## src/sv/bsm_pkg.sv

```systemverilog
`default_nettype none
// ----------------------------------------------------------------------------
// bsm_pkg
// Shared types and constants of the box distance sphere marcher: field widths,
// register indexes and reset values, and the link that runs along the cells.
// ----------------------------------------------------------------------------
package bsm_pkg;

    localparam int DEPTH_W   = 32;              // Q16.16 depth and coordinates
    localparam int DIR_W     = 16;              // Q2.14 direction component
    localparam int PROD_W    = DEPTH_W + DIR_W; // exact dir*depth product
    localparam int PSH_W     = PROD_W - 14;     // product back in Q16.16
    localparam int DIFF_W    = 36;              // point minus center
    localparam int DIST_W    = DIFF_W + 1;      // signed axis distance
    localparam int SIDE_W    = 31;
    localparam int HALF_W    = SIDE_W - 1;
    localparam int EPS_W     = 17;
    localparam int NUM_AXES  = 3;
    localparam int MAX_STEPS_DEF = 64;

    localparam int ADDR_W    = 5;
    localparam int DATA_W    = 32;

    typedef enum logic [2:0] {
        REG_CENTER_X = 3'd0,
        REG_CENTER_Y = 3'd1,
        REG_CENTER_Z = 3'd2,
        REG_SIDE     = 3'd3,
        REG_EPSILON  = 3'd4
    } t_reg_idx;

    localparam logic signed [DEPTH_W-1:0] CENTER_RST  = '0;
    localparam logic        [SIDE_W-1:0]  SIDE_RST    = SIDE_W'(32768);
    localparam logic        [EPS_W-1:0]   EPSILON_RST = EPS_W'(66);

    // Lowest distance code; any real axis distance is above it.
    localparam logic signed [DIST_W-1:0] DIST_FLOOR = {1'b1, {(DIST_W-1){1'b0}}};

    typedef struct packed {
        logic                       vld;
        logic signed [DEPTH_W-1:0]  depth;
        logic signed [DIST_W-1:0]   dmax;
    } t_link;

endpackage
`default_nettype wire

```

## src/sv/bsm_axis_cell.sv

```systemverilog
`default_nettype none
// ----------------------------------------------------------------------------
// bsm_axis_cell
// One axis of the box distance. Holds the ray's origin and direction for its
// axis, evaluates |origin + dir*depth - center| - side/2 in three stages and
// passes the running maximum and the depth to the next cell.
// ----------------------------------------------------------------------------
module bsm_axis_cell
    import bsm_pkg::*;
(
    input  wire                       i_clk,
    input  wire                       i_rst_n,
    input  wire                       i_load,
    input  wire logic signed [DEPTH_W-1:0] i_org,
    input  wire logic signed [DIR_W-1:0]   i_dir,
    input  wire logic signed [DEPTH_W-1:0] i_ctr,
    input  wire logic        [HALF_W-1:0]  i_half,
    input  wire t_link                i_link,
    output t_link                     o_link
);

    logic signed [DEPTH_W-1:0] r_org;
    logic signed [DIR_W-1:0]   r_dir;

    logic                      r_vld1, r_vld2;
    logic signed [DEPTH_W-1:0] r_depth1, r_depth2;
    logic signed [DIST_W-1:0]  r_max1, r_max2;
    logic signed [PROD_W-1:0]  r_prod;
    logic signed [DIFF_W-1:0]  r_diff;
    t_link                     r_out;

    logic signed [PSH_W-1:0]   w_psh;
    logic signed [DIFF_W-1:0]  n_diff;
    logic        [DIFF_W-1:0]  w_abs;
    logic signed [DIST_W-1:0]  w_dist;
    t_link                     n_out;

    // The arithmetic shift floors the product toward minus infinity.
    assign w_psh  = PSH_W'(r_prod >>> 14);
    assign n_diff = DIFF_W'(r_org) + DIFF_W'(w_psh) - DIFF_W'(i_ctr);
    assign w_abs  = r_diff[DIFF_W-1] ? DIFF_W'(-r_diff) : DIFF_W'(r_diff);
    assign w_dist = $signed({1'b0, w_abs}) - $signed(DIST_W'(i_half));

    always_comb begin
        n_out.vld   = r_vld2;
        n_out.depth = r_depth2;
        n_out.dmax  = (w_dist > r_max2) ? w_dist : r_max2;
    end

    always_ff @(posedge i_clk) begin
        if (i_load) begin
            r_org <= i_org;
            r_dir <= i_dir;
        end
        r_prod   <= r_dir * i_link.depth;
        r_depth1 <= i_link.depth;
        r_max1   <= i_link.dmax;
        r_diff   <= n_diff;
        r_depth2 <= r_depth1;
        r_max2   <= r_max1;
        r_out.depth <= n_out.depth;
        r_out.dmax  <= n_out.dmax;
        if (!i_rst_n) begin
            r_vld1    <= 1'b0;
            r_vld2    <= 1'b0;
            r_out.vld <= 1'b0;
        end else begin
            r_vld1    <= i_link.vld;
            r_vld2    <= r_vld1;
            r_out.vld <= n_out.vld;
        end
    end

    assign o_link = r_out;

endmodule
`default_nettype wire

```

## config.mk

```make
export PLATFORM = sky130hd
export DESIGN_NAME = bsm_axis_cell
export DESIGN_NICKNAME = d
export VERILOG_FILES = /design/src/sv/bsm_pkg.sv /design/src/sv/bsm_axis_cell.sv
export SDC_FILE = /design/constraint.sdc
export NUM_CORES = 2
export LEC_CHECK = 0
export BUFFER_PORTS_ARGS = -buffer_cell sky130_fd_sc_hd__buf_2
export CORE_UTILIZATION = 55
export CTS_BUF_LIST = sky130_fd_sc_hd__clkbuf_2 sky130_fd_sc_hd__clkbuf_4 sky130_fd_sc_hd__clkbuf_8
export CTS_CLUSTER_DIAMETER = 100
export DETAILED_ROUTE_END_ITERATION = 16
export GPL_TIMING_DRIVEN = 0
export PLACE_DENSITY = 0.84
export SKIP_LAST_GASP = 1
export SYNTH_ARGS = -nofsm -noshare
export SYNTH_HDL_FRONTEND = slang
export SYNTH_SLANG_ARGS = --single-unit
```

## constraint.sdc

```tcl
create_clock -name i_clk -period 8.3 [get_ports i_clk]
set_input_delay 0.415 -clock i_clk [delete_from_list [all_inputs] [get_ports i_clk]]
set_output_delay 0.415 -clock i_clk [all_outputs]
set_load 0.01 [all_outputs]
```

==> results.sh <==
export IMPL_finalNetCount=4611
export IMPL_synth_edf_count=48
export IMPL_ios=253
export IMPL_ys_warnings_count=0
export IMPL_cp_end_kind="flip-flop"
export IMPL_worstSetupPathType="flip-flop to flip-flop"
export IMPL_synth_seq_cells=328
export IMPL_synthCells=3283
export IMPL_port_buffers=252
export IMPL_crit_buf_inv=4
export IMPL_finalHoldViolations=0
export IMPL_crit_slowest_cell="clkbuf_1"
export IMPL_final_util_pct=63.8
export IMPL_status="finished clean"
export IMPL_finalCritPeriodShare_pct=98.5
export IMPL_relSlewSlack_pct=13.0
export IMPL_worstMarginPinSlew_ns=1.29
export IMPL_fp_dieH_microns=241
export IMPL_cts_setup_buffers=0
export IMPL_viasPerCell=5.40
export IMPL_cts_max_level=2
export IMPL_cts_clk_slew_worst_paths_ns=0.08
export IMPL_clk_path_buf_depth=3
export IMPL_drv_cap=0
export IMPL_dp_slack_ns=-0.333
export IMPL_setup_slack_ns=0.128
export IMPL_coreArea_sq_um=56400
export IMPL_drc_errors=0
export IMPL_final_antenna_net_count=0
export IMPL_synthTopCellsByArea="fa_1, dfxtp_1, inv_1"
export IMPL_antenna_found_initial=8
export IMPL_path_cells="clkbuf_1, nand2_1, fa_1, inv_1, fa_1, fa_1, fa_1, fa_1, inv_1, fa_1, inv_1, ha_1, nand4_1, nor4_1, nand2_1, a211oi_2, nor2_1, o21ai_1, a31oi_1, xnor2_1"
export IMPL_synth_flop_cell="dfxtp_1"
export IMPL_grt_start_max_net_pins=49
export IMPL_grt_pass1_wl_microns=137000
export IMPL_period_minus_slack_ns=8.17
export IMPL_syn_nets=4201
export IMPL_cts_buffers_inserted=53
export IMPL_grt_usage_pct=31.1
export IMPL_drive_gt1_share_pct=11.5
export IMPL_finalMaxSlewViolations=0
export IMPL_layout_area_overhead_vs_synth_pct=14.4
export IMPL_die_w_microns=241
export IMPL_critPathMaxFanout=10
export IMPL_synth_top_cells_by_count="inv_1, fa_1, nand2_1"
export IMPL_wl_per_cell_microns=19.6
export IMPL_synth_distinct_cells=87
export IMPL_cpPeakStageDelay_ns=0.73
export IMPL_critPathRequiredTime_ns=8.80
export IMPL_rsz0062_at_grt="no"
export IMPL_timing_critical_path_mode_cell="fa_1"
export IMPL_drt_wl_total_microns=88300
export IMPL_die_area_sq_um=58100
export IMPL_final_setup_skew_ns=0.0382
export IMPL_hpwl_microns=67400
export IMPL_yosysSeqAreaShare_pct=22.4
export IMPL_postSynth_asyncResetShare_pct=0
export IMPL_syn_avg_cell_area_sq_um=9.58
export IMPL_arrival_ns=8.68
export IMPL_cp_top_family="adder cells"
export IMPL_clock_root_buffer="clkbuf_8"
export IMPL_drt_iter0_drc=1757
export IMPL_clkLatencyLatePin_ns=0.66
export IMPL_gp_congestion=0.963
export IMPL_clock_sinks=328
export IMPL_routed_via_count=24256
export IMPL_initial_core_util_pct=55.8
export IMPL_setup_viol_count_final=0
export IMPL_critPathLaunchType="flip-flop"
export IMPL_synthesis_area_sq_um=31400
export IMPL_yosysTopAreaCell="fa_1"
export IMPL_holdCritPathClass="input port to flip-flop"
export IMPL_dr_pass1_iters=5
export IMPL_synth_top_area_share_pct=33.1
export IMPL_synth_most_common_cell="inv_1"
export IMPL_overflow=0
export IMPL_fill_cells=4482
export IMPL_cts_tree="done"
export IMPL_fp_row_count=87
export IMPL_grt_pass1_vias=25898
export IMPL_fmax_ghz=0.122
repair_timing:
action / CTS / global route
gates resized for setup: 2 / 4
pin swaps: 0 / 0
endpoints found under the setup margin: 5 / 3
hold buffers: 102 / 0
hold endpoints to repair: 103 / 0
layout by cell type, fill, tap and decap left out, types with 10 or more instances in the layout:
cell | synthesis | layout
o211ai_1 | 11 | 11
nand2_1 | 340 | 340
dlygate4sd3_1 | 0 | 102
and3_1 | 19 | 19
nand2b_1 | 15 | 15
o21ai_0 | 71 | 70
inv_1 | 783 | 783
a21o_1 | 21 | 21
o21a_1 | 17 | 17
nor3_1 | 24 | 24
xor2_1 | 27 | 27
nand3_1 | 27 | 27
buf_2 | 6 | 258
mux2_2 | 31 | 31
edfxtp_1 | 48 | 48
nor2b_1 | 11 | 11
xnor2_1 | 100 | 100
dfxtp_1 | 280 | 280
a31oi_1 | 15 | 15
or3_1 | 10 | 10
fa_1 | 520 | 520
a21oi_1 | 104 | 104
a211oi_1 | 17 | 16
nor2_1 | 99 | 99
clkbuf_1 | 89 | 89
o31ai_1 | 13 | 13
ha_1 | 215 | 215
nand4_1 | 14 | 14
and2_1 | 215 | 215
clkbuf_8 | 3 | 66
clkbuf_4 | 0 | 11
registers in the layout (all words and copies together) (netlist names):
register,cells
o_link,70
r_depth1,32
r_depth2,32
r_diff,36
r_dir,16
r_max1,37
r_max2,37
r_org,32
r_prod,34
r_vld1,1
r_vld2,1
cells by family after synthesis:
kind of cell,after synthesis,share of synthesized area (%)
buffers and inverters,884,10.7
and+or+nand+nor,820,13.1
adders and majority gates,735,41.7
AOI/OAI and AO/OA,357,7.48
DFF,328,22.4
xor gates and xnor gates,127,3.54
muxes,32,1.14
layer usage:
layer	global-route usage, %	share of wire [%]	vias to the layer above
met3	9.16	10	349
met1	35.5	36	11732
li1	-	-	10923
met5	0	0.063	-
met4	16.4	6.0	10
met2	52.8	47	1242
worst paths after layout:
check	depth (start not counted)	slack, ns	to	from
worst max-delay path	20	0.13	r_prod[45]	r_dir[12]
worst max register to register	20	0.13	r_prod[45]	r_dir[12]
worst min register to register	0	0.30	o_link[66]	r_depth2[29]
worst min-delay path	1	0.05	r_depth1[11]	i_link[48]
through the flow:
step	instances	setup TNS (ns)	hold WS, ns	cell area (sq um)
finish	4495	0	0.0511	36000
global route	4492	0	0.00916	36000
CTS	4491	0	0.00608	36000
detailed placement	4291	-1.08	0.312	33700
global placement	4291	-0.613	0.310	33700
floorplan	3283	0	0.310	31400
layout make-up:
cell class	instances	area, sq um	share of cell area (%)
multi-input combinational	2071	21000	58.5
sequential	328	7050	19.6
inverter	784	2940	8.18
timing repair buffer	355	2300	6.40
clock buffer	74	950	2.64
tap	756	946	2.63
buffer	100	415	1.15
clock inverter	24	325	0.904
antenna	3	7.51	0.0209
Power is left out: the tool's default activity adds up to more than one toggle a clock period on the data nets, which glitch-free logic cannot reach.
